**src/hdl/tpd_pkg.sv**
```systemverilog
// shared types, constants and helpers for the planar tile palette decoder
package tpd_pkg;

    localparam int PAL_ENTRIES = 256;
    localparam int PAL_AW      = $clog2(PAL_ENTRIES);
    localparam int TILE_PAIRS  = 32;
    localparam int CNT_W       = $clog2(TILE_PAIRS);
    localparam int ROWS        = 8;
    localparam int ROW_W       = $clog2(ROWS);

    localparam logic ACT_PAL_WRITE = 1'b0;
    localparam logic ACT_TILE      = 1'b1;
    localparam logic DEPTH_4BPP    = 1'b1;

    typedef struct packed {
        logic       vld;
        logic       last;
        logic       zero0;
        logic       zero1;
        logic [7:0] addr0;
        logic [7:0] addr1;
    } issue_t;

    typedef struct packed {
        logic busy;
        logic at_last;
    } gen_status_t;

    // palette index of one pixel from its four plane bytes
    function automatic logic [3:0] pix_index(
        input logic [7:0] p0,
        input logic [7:0] p1,
        input logic [7:0] p2,
        input logic [7:0] p3,
        input logic [2:0] b,
        input logic       deep
    );
        logic [3:0] idx;
        idx = {p3[b] & deep, p2[b] & deep, p1[b], p0[b]};
        return idx;
    endfunction

    // palette address for a sub-palette and pixel index
    function automatic logic [7:0] pal_addr_of(
        input logic [3:0] sub,
        input logic [3:0] idx,
        input logic       deep
    );
        logic [7:0] a;
        a = (deep == DEPTH_4BPP) ? {sub, idx} : {2'b00, sub, idx[1:0]};
        return a;
    endfunction

endpackage

```
**src/hdl/tpd_addr_gen.sv**
```systemverilog
// tile register and pair sequencer producing two palette reads per cycle while adv is high
module tpd_addr_gen
    import tpd_pkg::*;
(
    input  logic        aclk,
    input  logic        aresetn,
    input  logic        load,
    input  logic        adv,
    input  logic        tile_depth,
    input  logic [3:0]  sub_palette,
    input  logic [63:0] rows_low_half,
    input  logic [63:0] rows_high_half,
    input  logic [63:0] upper_planes_low,
    input  logic [63:0] upper_planes_high,
    output issue_t      issue,
    output gen_status_t status
);

    logic             busy_reg;
    logic [CNT_W-1:0] cnt_reg;
    logic             deep_reg;
    logic [3:0]       sub_reg;
    logic [15:0]      lo_reg [ROWS];
    logic [15:0]      hi_reg [ROWS];

    logic             at_last;
    logic [ROW_W-1:0] row;
    logic [2:0]       b0;
    logic [2:0]       b1;
    logic [15:0]      w;
    logic [15:0]      u;
    logic [3:0]       idx0;
    logic [3:0]       idx1;

    assign at_last = cnt_reg == CNT_W'(TILE_PAIRS - 1);

    always_ff @(posedge aclk) begin
        if (!aresetn) begin
            busy_reg <= 1'b0;
            cnt_reg  <= '0;
        end else if (load) begin
            busy_reg <= 1'b1;
            cnt_reg  <= '0;
        end else if (busy_reg && adv) begin
            cnt_reg <= cnt_reg + CNT_W'(1);
            if (at_last) begin
                busy_reg <= 1'b0;
            end
        end
    end

    always_ff @(posedge aclk) begin
        if (load) begin
            deep_reg <= tile_depth;
            sub_reg  <= sub_palette;
            for (int i = 0; i < 4; i++) begin
                lo_reg[i]     <= rows_low_half[16*i +: 16];
                lo_reg[i + 4] <= rows_high_half[16*i +: 16];
                hi_reg[i]     <= upper_planes_low[16*i +: 16];
                hi_reg[i + 4] <= upper_planes_high[16*i +: 16];
            end
        end
    end

    // rows 7..4 then 3..0, pair order within each four-row group
    assign row = {~cnt_reg[4], ~cnt_reg[2], ~cnt_reg[0]};
    assign b0  = {~cnt_reg[3], ~cnt_reg[1], 1'b1};
    assign b1  = {~cnt_reg[3], ~cnt_reg[1], 1'b0};
    assign w   = lo_reg[row];
    assign u   = hi_reg[row];

    assign idx0 = pix_index(w[7:0], w[15:8], u[7:0], u[15:8], b0, deep_reg);
    assign idx1 = pix_index(w[7:0], w[15:8], u[7:0], u[15:8], b1, deep_reg);

    always_comb begin
        issue.vld   = busy_reg;
        issue.last  = at_last;
        issue.zero0 = idx0 == 4'd0;
        issue.zero1 = idx1 == 4'd0;
        issue.addr0 = pal_addr_of(sub_reg, idx0, deep_reg);
        issue.addr1 = pal_addr_of(sub_reg, idx1, deep_reg);
    end

    assign status.busy    = busy_reg;
    assign status.at_last = at_last;

endmodule

```
**config.mk**
```make
export PLATFORM = sky130hd
export DESIGN_NAME = tpd_addr_gen
export DESIGN_NICKNAME = d
export VERILOG_FILES = /design/src/hdl/tpd_pkg.sv /design/src/hdl/tpd_addr_gen.sv
export SDC_FILE = /design/constraint.sdc
export NUM_CORES = 1
export LEC_CHECK = 0
export BUFFER_PORTS_ARGS = -buffer_cell sky130_fd_sc_hd__buf_2
export CAP_MARGIN = 20
export CORE_UTILIZATION = 35
export DETAILED_ROUTE_END_ITERATION = 12
export PLACE_DENSITY_LB_ADDON = 0.12
export SETUP_SLACK_MARGIN = 0.05
export SLEW_MARGIN = 30
export SYNTH_ARGS = -nofsm -noshare
export SYNTH_HDL_FRONTEND = slang
export SYNTH_SLANG_ARGS = --single-unit
```
**constraint.sdc**
```tcl
create_clock -name aclk -period 3 [get_ports aclk]
set_input_delay 0.6 -clock aclk [delete_from_list [all_inputs] [get_ports aclk]]
set_output_delay 0.6 -clock aclk [all_outputs]
set_load 0.005 [all_outputs]
```
==> results of run 1 <==
-- power by group --
| part | switching, uW | total, uW | internal [uW] |
|---|---|---|---|
| registers | 90.0 | 4510 | 4420 |
| clock network | 1400 | 3250 | 1860 |
| logic | 243 | 580 | 337 |
| total | 1730 | 8340 | 6610 |
-- final cells by class --
class	count	area, sq um	share of cell area, %
Inverter	3	11.3	0.0836
Clock buffer	37	756	5.61
Timing Repair Buffer	322	1910	14.2
Tap cell	384	480	3.57
Sequential cell	267	7970	59.2
Antenna cell	2	5.00	0.0372
Clock inverter	14	106	0.790
Multi-Input combinational cell	146	2230	16.6
-- layer usage --
layer  share of wire (%)  wire [microns]  vias to the layer above  track usage [%]
met5                   0               0                        -                0
met4                 2.4             577                        0             4.57
met3                 6.3            1550                       40             3.20
met2                  50           12200                      224             27.1
met1                  42           10200                     2813             22.4
li1                    -               -                     2525                -
-- cells by family after synthesis --
group | after synthesis
buf+inv | 30
xor+xnor | 2
compound gates | 11
flops | 267
mux | 89
fa+ha+maj | 2
simple gates | 42
-- worst max path at each step --
stage | endpoint | from | depth (start not counted) | slack [ps]
2_1_floorplan | issue[16] | cnt_reg[0]$_SDFFE_PP0P_ | 6 | 160
3_5_place_dp | issue[16] | cnt_reg[0]$_SDFFE_PP0P_ | 7 | -50
5_1_grt | issue[16] | cnt_reg[0]$_SDFFE_PP0P_ | 8 | -600
6_report | issue[16] | cnt_reg[0]$_SDFFE_PP0P_ | 8 | -520
4_1_cts | issue[16] | cnt_reg[0]$_SDFFE_PP0P_ | 8 | -570
3_3_place_gp | issue[16] | cnt_reg[0]$_SDFFE_PP0P_ | 7 | -40
-- repair_timing --
item	4_1_cts	5_1_grt
hold buffers	0	0
buffers inserted	3	0
pin swaps	5	5
cloned	1	1
resized for setup	22	11
setup endpoints to repair	12	10
-- critical path, stage by stage (launching register included) --
cell and delay, ps:
dfxtp_4 350, buf_12 130, buf_12 140, buf_8 120
mux4_2 490, mux4_2 580, o2111ai_4 240, and3_4 220
buf_6 100
-- through the flow --
stage	area [sq um]	utilization (%)	std cells
final	13500	46.8	1175
after detailed placement	12400	43.0	1118
after global routing	13500	46.8	1175
after global placement	12400	43.0	1118
after CTS	13400	46.6	1173
after floorplan	10300	-	443
-- layout by cell type, fill, tap and decap left out, types with 2 or more instances in the layout --
cell type   count
buf_8           2
clkbuf_1        8
nor2_1          4
edfxtp_1      261
mux2_4          4
clkinv_1        7
dfxtp_1         4
dfxtp_4         2
inv_2           2
nand2b_1        4
ha_1            2
clkinv_2        3
nand3_1         7
clkbuf_16      30
buf_6           8
xor2_1          2
diode_2         2
and3_1          2
clkinvlp_4      2
mux2_2          3
a21oi_1         4
mux4_2         74
nor2_4          2
mux2i_1         7
buf_4          18
buf_2         282
buf_12         11
nand2_1        15
and2_1          2
==> results_tabular.tex, run 1 <==
\begin{tabular}{lr}
\hline
Metric & Value \\
\hline
\multicolumn{2}{l}{\textbf{Run status}} \\
\quad Run status & finished with violations \\
\quad Failing checks & setup timing \\
\multicolumn{2}{l}{\textbf{Logic synthesis}} \\
\quad Yosys top cell by area & edfxtp\_1 \\
\quad Number of distinct library cells after synthesis & 30 \\
\quad Mux contribution to synthesized area & 17.8\% \\
\quad YS warnings & 0 \\
\quad Total of flip-flops plus latches after synthesis & 267 \\
\quad Cell with the most instances after synthesis & edfxtp\_1 \\
\quad Instance count of the mapped netlist & 443 \\
\quad Most used flip-flop cell after synthesis & edfxtp\_1 \\
\quad Yosys top cell area share & 76.3\% \\
\quad Sequential element share of the synthesized area & 77.5\% \\
\quad Area contributors post-synth & edfxtp\_1 76\%, mux4\_2 16\%, dfxtp\_1 1.2\%, mux2i\_1 0.78\%, mux2\_2 0.77\% \\
\quad Post-synth design cell area & 10300 sq um \\
\quad Combinational family with the most area after synthesis & multiplexers \\
\quad Complex-gate fraction of the synthesized area & 0.731\% \\
\quad Nets in the synthesized netlist & 710 \\
\quad Average cell area after synthesis & 23.2 sq um \\
\quad Number of enable-type register cells in the synthesized netlist & 261 \\
\quad Fraction of synthesis flops using an asynchronous set or reset pin & 0\% \\
\quad Top cell types by occurrence after synthesis & 261 x edfxtp\_1, 74 x mux4\_2, 16 x nand2\_1 \\
\quad XOR/XNOR share of the synthesized area & 0.171\% \\
\quad Area fraction in and, or, nand and nor cells after synthesis & 1.92\% \\
\quad Adder-cell share of the synthesized area & 0.244\% \\
\multicolumn{2}{l}{\textbf{Place}} \\
\quad Number of port buffers & 286 \\
\quad Place WS & -51.3 ps \\
\quad Detailed placement HPWL & 17900 microns \\
\quad GP Congestion & 0.818 \\
\multicolumn{2}{l}{\textbf{Floorplan}} \\
\quad Chip Height & 173 microns \\
\quad Floorplan row count & 62 \\
\quad Horizontal die dimension & 173 microns \\
\quad Number of top-level pins & 287 \\
\quad Starting density of the core & 35.7\% \\
\quad Core Region & 28800 sq um \\
\quad Die area & 30000 sq um \\
\multicolumn{2}{l}{\textbf{STA}} \\
\quad Period Utilization, post-route & 117\% \\
\quad Worst-margin pin slew & 547 ps \\
\quad Min Tclk post-route & 3520 ps \\
\quad Relative slew slack & 63.5\% \\
\quad Post-layout worst setup margin & -525 ps \\
\quad Hold slack & 214 ps \\
\quad Number of slew-limit violations in the final report & 0 \\
\quad Maximum frequency from static timing analysis & 284 MHz \\
\quad Final setup viols & 10 \\
\quad Total negative setup slack & -3540 ps \\
\quad Hold Violations, Final & 0 \\
\quad RSZ-0062 raised after global routing & true \\
\quad Max Clock Skew & 3.87 ps \\
\multicolumn{2}{l}{\textbf{Worst hold path}} \\
\quad Startpoint of the tightest hold check path & upper\_planes\_low[57] \\
\quad Worst hold path type & primary input to flop \\
\quad Worst Hold End & hi\_reg[3][9]\$\_DFFE\_PP\_ \\
\quad Cell count of the worst hold path & 1 \\
\multicolumn{2}{l}{\textbf{Worst setup path}} \\
\quad Worst Reg-to-Reg Cells & 9 \\
\quad Critical path required time & 2400 ps \\
\quad Maximum fanout along the worst path & 8 \\
\quad Kind of start point of the critical path & flop \\
\quad Setup slack of the most critical reg-to-reg path & 1140 ps \\
\quad Critical Setup Path Class & flop to output pin \\
\quad Start of the worst register-to-register path & cnt\_reg[0]\$\_SDFFE\_PP0P\_ \\
\quad Critical path capture point type & output pin \\
\quad Capture point of the worst reg-to-reg path & busy\_reg\$\_SDFFE\_PN0P\_ \\
\quad Arr. time, crit path & 2920 ps \\
\multicolumn{2}{l}{\textbf{Final layout}} \\
\quad FILL cells & 2493 \\
\quad Area added between synthesis and finish & 31.1\% \\
\quad Proportion of layout cells with a drive suffix above 1 & 57.5\% \\
\quad Layout Nets & 1036 \\
\multicolumn{2}{l}{\textbf{Global route}} \\
\quad Vias in the first global route & 6165 \\
\quad Antenna violations before repair & 2 \\
\quad Pin count of the biggest net entering global routing & 61 \\
\quad Overflow after GRT & 0 \\
\quad Wire length of the first global-routing pass & 37100 microns \\
\quad Global-route usage over all layers & 16.5\% \\
\multicolumn{2}{l}{\textbf{Routing}} \\
\quad Total Wirelength & 24500 microns \\
\quad \# DRC & 0 \\
\quad Post-DR vias/cell & 4.77 \\
\quad Average wire per cell in the routed design & 20.9 microns \\
\quad First-iteration detailed-routing DRC count & 354 \\
\quad Number of nets with antenna violations after detailed routing & 0 \\
\quad Total number of vias & 5602 \\
\quad Iteration count of the initial detailed-routing pass & 4 \\
\multicolumn{2}{l}{\textbf{Power}} \\
\quad Worst vdd ir & 405 uV \\
\quad Overall power after layout & 8340 uW \\
\quad PD cells & 620 nW/um\^{}2 \\
\quad Leakage power figure & 0.00505 uW \\
\multicolumn{2}{l}{\textbf{Clock tree}} \\
\quad Clock H-tree levels & 1 \\
\quad Root buffer cell & clkbuf\_16 \\
\quad Number of buffers added by the clock tree synthesis step & 29 \\
\quad Insertion delay to the later sink of the worst-skew pair & 540 ps \\
\quad CTS Sinks & 267 \\
\quad CTS tree & built \\
\quad Clock slew at the register clock pins of the worst setup and hold paths & 60 ps \\
\quad Number of buffers on the longest clock path & 3 \\
\multicolumn{2}{l}{\textbf{Flow run}} \\
\quad Number of maximum-capacitance violations & 0 \\
\hline
\end{tabular}
No activity file was read; power rests on OpenSTA's default activity.
==> run 2, diff against run 1 <==
- CORE_ASPECT_RATIO: default -> 1.2
- GPL_ROUTABILITY_DRIVEN: default -> 0
==> results_tabular.tex, run 2 (synthesized netlist as in run 1, its figures left out) <==
\begin{tabular}{lr}
\hline
Metric & Value \\
\hline
\multicolumn{2}{l}{\textbf{Routing}} \\
\quad Number of nets with antenna violations after detailed routing & 0 (unchanged) \\
\quad Average wire per cell in the routed design & 21.0 microns (+0.84\%) \\
\quad Total Wirelength & 24600 microns (+0.24\%) \\
\quad Iteration count of the initial detailed-routing pass & 4 (unchanged) \\
\quad Post-DR vias/cell & 4.74 (-0.53\%) \\
\quad \# DRC & 0 (unchanged) \\
\quad First-iteration detailed-routing DRC count & 303 (-14\%) \\
\quad Total number of vias & 5539 (-1.1\%) \\
\multicolumn{2}{l}{\textbf{Global route}} \\
\quad GR Layer Usage met1 & 20.0\% (-2.4 points) \\
\quad Global-route usage over all layers & 16.2\% (-0.33 points) \\
\quad Met3 usage & 4.03\% (+0.83 points) \\
\quad Overflow after GRT & 0 (unchanged) \\
\quad Busiest grt layer & met2 \\
\quad Pin count of the biggest net entering global routing & 66 (+8.2\%) \\
\quad Vias in the first global route & 6010 (-2.5\%) \\
\quad Wire length of the first global-routing pass & 35500 microns (-4.3\%) \\
\quad Antenna violations before repair & 5 (+3) \\
\quad Met2 Resource Use GR & 28.0\% (+0.81 points) \\
\multicolumn{2}{l}{\textbf{Power}} \\
\quad Cell internal pwr & 7040 uW (+6.4\%) \\
\quad Share of total power in the clock network & 42.6\% (+3.6 points) \\
\quad Switching power & 1750 uW (+1.4\%) \\
\quad Switch share & 20.0\% (-0.79 points) \\
\quad Worst vdd ir & 361 uV (-11\%) \\
\quad PD cells & 657 nW/um\^{}2 (+6.1\%) \\
\quad Share of total power in sequential cells & 51.2\% (-2.8 points) \\
\quad Leakage power figure & 0.00503 uW (-0.46\%) \\
\quad Combinational power share & 6.2\% (-0.7 points) \\
\multicolumn{2}{l}{\textbf{Run status}} \\
\quad Run status & finished with violations \\
\quad Failing checks & setup timing \\
\multicolumn{2}{l}{\textbf{Clock tree}} \\
\quad Post-cts hold buffer count & 0 (unchanged) \\
\quad Number of buffers added by the clock tree synthesis step & 28 (-3.4\%) \\
\quad Number of buffers on the longest clock path & 3 (unchanged) \\
\quad Setup Fix Bufs, Post-CTS & 0 (-3) \\
\quad CTS tree & built \\
\quad Root buffer cell & clkbuf\_16 \\
\quad Insertion delay to the later sink of the worst-skew pair & 560 ps (+20 ps) \\
\quad CTS Sinks & 267 (unchanged) \\
\quad Clock slew at the register clock pins of the worst setup and hold paths & 60 ps (about the same) \\
\quad Clock H-tree levels & 1 (unchanged) \\
\multicolumn{2}{l}{\textbf{STA}} \\
\quad Worst-margin pin slew & 534 ps (-12.6 ps) \\
\quad Relative slew slack & 64.4\% (+0.88 points) \\
\quad Total negative setup slack & -3630 ps (-91.9 ps) \\
\quad Max Clock Skew & 1.38 ps (-2.49 ps) \\
\quad Min Tclk post-route & 3530 ps (+2.37 ps) \\
\quad Period Utilization, post-route & 118\% (about the same) \\
\quad Hold Violations, Final & 0 (unchanged) \\
\quad Maximum frequency from static timing analysis & 284 MHz (about the same) \\
\quad Number of slew-limit violations in the final report & 0 (unchanged) \\
\quad RSZ-0062 raised after global routing & true \\
\quad Final setup viols & 10 (unchanged) \\
\quad Post-layout worst setup margin & -527 ps (-2.37 ps) \\
\multicolumn{2}{l}{\textbf{Place}} \\
\quad Number of port buffers & 286 (unchanged) \\
\quad Detailed placement HPWL & 18000 microns (+0.55\%) \\
\quad Post-Place Cell Area & 12300 sq um (-0.82\%) \\
\multicolumn{2}{l}{\textbf{Final layout}} \\
\quad Combined area of the multi-input logic cells & 2160 sq um (-3.2\%) \\
\quad FILL cells & 2420 (-2.9\%) \\
\quad Proportion of layout cells with a drive suffix above 1 & 56.8\% (-0.73 points) \\
\quad Finished Cell Area & 13400 sq um (-0.72\%) \\
\quad Layout Nets & 1025 (-1.1\%) \\
\quad Sequential cell area in the final layout & 7970 sq um (unchanged) \\
\quad Most common cell after layout, fill and taps aside & buf\_2 \\
\quad Highest-count cells in the layout ignoring fill and taps & 284 x buf\_2, 261 x edfxtp\_1, 74 x mux4\_2 \\
\quad Area added between synthesis and finish & 30.2\% \\
\multicolumn{2}{l}{\textbf{Worst setup path}} \\
\quad Kind of start point of the critical path & flop \\
\quad Critical path capture point type & output pin \\
\quad Number of buffer and inverter stages on the critical path & 2 (-2) \\
\quad Critical path required time & 2400 ps (about the same) \\
\quad Critical Setup Path Class & flop to output pin \\
\quad Top cell family by delay on the critical path & multiplexers \\
\quad Arr. time, crit path & 2930 ps (about the same) \\
\quad Maximum fanout along the worst path & 12 (+4) \\
\quad Crit path largest cell delay & 550 ps (-30 ps) \\
\quad Cell breakdown of the critical path & buf\_4 > mux4\_2 > mux4\_2 > o2111ai\_1 > and3\_1 > buf\_2 \\
\quad Cell occurring most often along the worst timing path & mux4\_2 \\
\quad CP max-delay cell & mux4\_2 \\
\multicolumn{2}{l}{\textbf{Floorplan}} \\
\quad Floorplan row count & 68 (+9.7\%) \\
\quad Number of top-level pins & 287 (unchanged) \\
\quad Core Region & 28800 sq um (+0.22\%) \\
\quad Chip Height & 190 microns (+9.4\%) \\
\quad Horizontal die dimension & 158 microns (-8.6\%) \\
\quad Die area & 30000 sq um (about the same) \\
\quad Starting density of the core & 35.6\% (-0.077 points) \\
\multicolumn{2}{l}{\textbf{Worst hold path}} \\
\quad Worst hold path type & primary input to flop \\
\multicolumn{2}{l}{\textbf{Flow run}} \\
\quad Number of maximum-capacitance violations & 0 (unchanged) \\
\hline
\end{tabular}
-- run 2: stage by stage --
stage | setup WS [ps] | util, % | cells | total power, uW | hold slack [ps]
6_report | -527 | 46.4 | 1168 | 8790 | 212
5_1_grt | -624 | 46.3 | 1163 | 9070 | 195
4_1_cts | -543 | 46.2 | 1162 | 8880 | 193
3_5_place_dp | -74.6 | 42.6 | 1112 | 5120 | 557
3_3_place_gp | -45.1 | 42.6 | 1112 | 5110 | 557
2_1_floorplan | 165 | - | 443 | 4750 | 502
-- run 2: repair_timing --
item,CTS,global route
resized for setup,12,2
endpoints found under the setup margin,10,10
cloned,0,1
-- run 2: worst reg2reg max path: cells and delay by family, from the launching register on --
family,cells,cell delay (ps)
buffers and inverters,1,290
and+or+nand+nor,3,290
AOI/OAI and AO/OA,1,140
adders and majority gates,2,450
DFF,1,420
-- run 2: worst paths after layout --
path / slack, ps / startpoint / cells past startpoint / to
setup reg to reg: 1310 / cnt_reg[0]$_SDFFE_PP0P_ / 7 / busy_reg$_SDFFE_PN0P_
hold / removal: 210 / rows_low_half[8] / 1 / lo_reg[0][8]$_DFFE_PP_
setup / recovery: -530 / cnt_reg[0]$_SDFFE_PP0P_ / 6 / issue[17]
hold reg to reg: 560 / cnt_reg[1]$_SDFFE_PP0P_ / 2 / cnt_reg[1]$_SDFFE_PP0P_
-- run 2: power groups by stage --
stage	Clock [uW]	Combinational, uW	Sequential, uW
2_1_floorplan	0	214	4540
3_3_place_gp	0	531	4580
3_5_place_dp	0	541	4580
4_1_cts	3830	551	4500
5_1_grt	3960	589	4520
6_report	3750	541	4500
-- run 2: metal layers --
layer	vias to the layer above	wire, microns
met5	-	12
met1	2786	9750
met2	207	12400
met4	2	485
li1	2504	-
met3	40	1890
-- run 2: final cells by class --
type	instances	share of cell area, %
diodes	5	0.0936
clock buffers	30	5.30
clock inverters	20	2.17
inverters	3	0.0842
multi-input cells	146	16.1
flip-flops and latches	267	59.6
well taps	385	3.60
repair buffers	312	13.0
==> run 3, diff against run 2 <==
- CORE_UTILIZATION: 35 -> 40
- SKIP_CTS_REPAIR_TIMING: default -> 1
==> results_tabular.tex, run 3 (synthesized netlist as in run 1, its figures left out) <==
\begin{tabular}{lr}
\hline
Metric & Value \\
\hline
\multicolumn{2}{l}{\textbf{Routing}} \\
\quad Post-DR vias/cell & 4.99 (+5.2\%) \\
\quad Number of nets with antenna violations after detailed routing & 0 (unchanged) \\
\quad Total Wirelength & 23600 microns (-4.1\%) \\
\quad Total number of vias & 5550 (+0.20\%) \\
\quad Average wire per cell in the routed design & 21.2 microns (+0.76\%) \\
\quad Iteration count of the initial detailed-routing pass & 4 (unchanged) \\
\quad \# DRC & 0 (unchanged) \\
\quad First-iteration detailed-routing DRC count & 217 (-28\%) \\
\multicolumn{2}{l}{\textbf{Clock tree}} \\
\quad Root buffer cell & clkbuf\_16 \\
\quad Insertion delay to the later sink of the worst-skew pair & 520 ps (-40 ps) \\
\quad Clock H-tree levels & 1 (unchanged) \\
\quad CTS Sinks & 267 (unchanged) \\
\quad Number of buffers on the longest clock path & 3 (unchanged) \\
\quad Clock slew at the register clock pins of the worst setup and hold paths & 60 ps (about the same) \\
\quad Number of buffers added by the clock tree synthesis step & 27 (-3.6\%) \\
\quad CTS tree & built \\
\multicolumn{2}{l}{\textbf{Power}} \\
\quad Overall power after layout & 8200 uW (-6.7\%) \\
\quad Cell internal pwr & 6570 uW (-6.7\%) \\
\quad Combinational power share & 7.0\% (+0.8 points) \\
\quad Share of total power in sequential cells & 54.9\% (+3.7 points) \\
\quad Share of total power in the clock network & 38.1\% (-4.5 points) \\
\quad Switch share & 19.9\% (-0.023 points) \\
\quad Leakage power figure & 0.00504 uW (+0.32\%) \\
\quad Worst vdd ir & 459 uV (+27\%) \\
\quad Switching power & 1630 uW (-6.8\%) \\
\quad PD cells & 614 nW/um\^{}2 (-6.6\%) \\
\multicolumn{2}{l}{\textbf{Worst setup path}} \\
\quad Critical Setup Path Class & flop to output pin \\
\quad Capture point of the worst reg-to-reg path & busy\_reg\$\_SDFFE\_PN0P\_ \\
\quad Arr. time, crit path & 2890 ps (-40 ps) \\
\quad Start of the worst register-to-register path & cnt\_reg[0]\$\_SDFFE\_PP0P\_ \\
\quad Critical path required time & 2400 ps (about the same) \\
\quad Kind of start point of the critical path & flop \\
\quad Maximum fanout along the worst path & 7 (-5) \\
\quad Setup slack of the most critical reg-to-reg path & 1120 ps (-190 ps) \\
\quad Worst Reg-to-Reg Cells & 10 (+3) \\
\quad Critical path capture point type & output pin \\
\multicolumn{2}{l}{\textbf{STA}} \\
\quad Number of slew-limit violations in the final report & 0 (unchanged) \\
\quad Relative slew slack & 60.1\% (-4.3 points) \\
\quad Maximum frequency from static timing analysis & 287 MHz (+1.1\%) \\
\quad Total negative setup slack & -3300 ps (+332 ps) \\
\quad Worst-margin pin slew & 598 ps (+64.2 ps) \\
\quad Max Clock Skew & 0.900 ps (-0.480 ps) \\
\quad Final setup viols & 10 (unchanged) \\
\quad Min Tclk post-route & 3490 ps (-39.5 ps) \\
\quad RSZ-0062 raised after global routing & true \\
\quad Hold Violations, Final & 0 (unchanged) \\
\quad Period Utilization, post-route & 116\% (-1.3 points) \\
\quad Post-layout worst setup margin & -488 ps (+39.5 ps) \\
\quad Hold slack & 246 ps (+34.7 ps) \\
\multicolumn{2}{l}{\textbf{Final layout}} \\
\quad Layout Nets & 1035 (+0.98\%) \\
\quad Highest-count cells in the layout ignoring fill and taps & 280 x buf\_2, 261 x edfxtp\_1, 74 x mux4\_2 \\
\quad Proportion of layout cells with a drive suffix above 1 & 57.3\% (+0.44 points) \\
\quad Most common cell after layout, fill and taps aside & buf\_2 \\
\quad Area added between synthesis and finish & 30.0\% \\
\quad Final cell count without fillers & 1112 (-4.8\%) \\
\multicolumn{2}{l}{\textbf{Worst hold path}} \\
\quad Worst Hold End & hi\_reg[0][3]\$\_DFFE\_PP\_ \\
\quad Worst hold path type & primary input to flop \\
\quad Cell count of the worst hold path & 1 (unchanged) \\
\quad Startpoint of the tightest hold check path & upper\_planes\_low[3] \\
\multicolumn{2}{l}{\textbf{Floorplan}} \\
\quad Number of top-level pins & 287 (unchanged) \\
\quad Chip Height & 178 microns (-6.4\%) \\
\quad Core Region & 25000 sq um (-13\%) \\
\quad Die area & 26300 sq um (-12\%) \\
\quad Floorplan row count & 63 (-7.4\%) \\
\quad Horizontal die dimension & 148 microns (-6.4\%) \\
\quad Starting density of the core & 41.1\% (+5.5 points) \\
\multicolumn{2}{l}{\textbf{Global route}} \\
\quad Pin count of the biggest net entering global routing & 73 (+11\%) \\
\quad Vias in the first global route & 6170 (+2.7\%) \\
\quad Global-route usage over all layers & 17.9\% (+1.8 points) \\
\quad Wire length of the first global-routing pass & 34400 microns (-3.0\%) \\
\quad Overflow after GRT & 0 (unchanged) \\
\quad Antenna violations before repair & 1 (-4) \\
\multicolumn{2}{l}{\textbf{Run status}} \\
\quad Failing checks & setup timing \\
\quad Run status & finished with violations \\
\multicolumn{2}{l}{\textbf{Place}} \\
\quad Placed cell count & 1054 (-5.2\%) \\
\quad Detailed placement HPWL & 17200 microns (-4.5\%) \\
\quad Place WS & -74.0 ps (+0.566 ps) \\
\quad Number of port buffers & 286 (unchanged) \\
\multicolumn{2}{l}{\textbf{Flow run}} \\
\quad Number of maximum-capacitance violations & 0 (unchanged) \\
\hline
\end{tabular}
## run 3: cell count changes in the layout (fill, tap and decap cells not counted), moves of 3 or more
cell / delta
buf_12: +7
bufinv_16: -5
clkbuf_1: +5
buf_6: +5
diode_2: -4
buf_4: +3
buf_2: -4
## run 3: power groups by stage
stage,sequential (uW),combinational [uW],clock (uW)
after global placement,4580,531,0
after floorplan,4540,214,0
final,4500,576,3120
after CTS,4510,549,3210
after global routing,4530,622,3350
after detailed placement,4590,547,0
## run 3: worst max-delay path by stage
stage,from,endpoint,slack (ps),cells past startpoint
global route,cnt_reg[0]$_SDFFE_PP0P_,issue[17],-590,8
detailed placement,cnt_reg[0]$_SDFFE_PP0P_,issue[16],-70,7
floorplan,cnt_reg[0]$_SDFFE_PP0P_,issue[16],160,6
finish,cnt_reg[0]$_SDFFE_PP0P_,issue[17],-490,8
global placement,cnt_reg[0]$_SDFFE_PP0P_,issue[17],-50,7
CTS,cnt_reg[0]$_SDFFE_PP0P_,issue[16],-650,7
## run 3: metal layers
layer,vias up,GRT usage (%),share of wire [%]
li1,2511,-,-
met1,2796,21.8,38
met2,210,32.2,54
met3,33,3.55,6.2
met4,0,5.03,2.0
met5,-,0,0
## run 3: layout make-up
type	instances	area, sq um
Multi-Input combinational cell	146	2210
Antenna cell	1	2.50
Clock buffer	34	702
Clock inverter	13	111
Fill cell	1977	11600
Timing Repair Buffer	323	1940
Sequential cell	267	7970
Tap cell	325	407
Inverter	3	11.3
## run 3: worst max-delay path, stage by stage, from the launching register on
cell,delay (ps)
dfxtp_4,390
buf_4,130
buf_12,120
buf_8,130
mux4_2,490
mux4_2,540
o2111ai_2,250
and3_1,190
buf_2,110
## run 3: stage by stage
step	instance area (sq um)	util, %
after floorplan	10300	-
after global placement	12300	49.1
after detailed placement	12300	49.1
after CTS	13100	52.4
after global routing	13400	53.4
final	13400	53.4
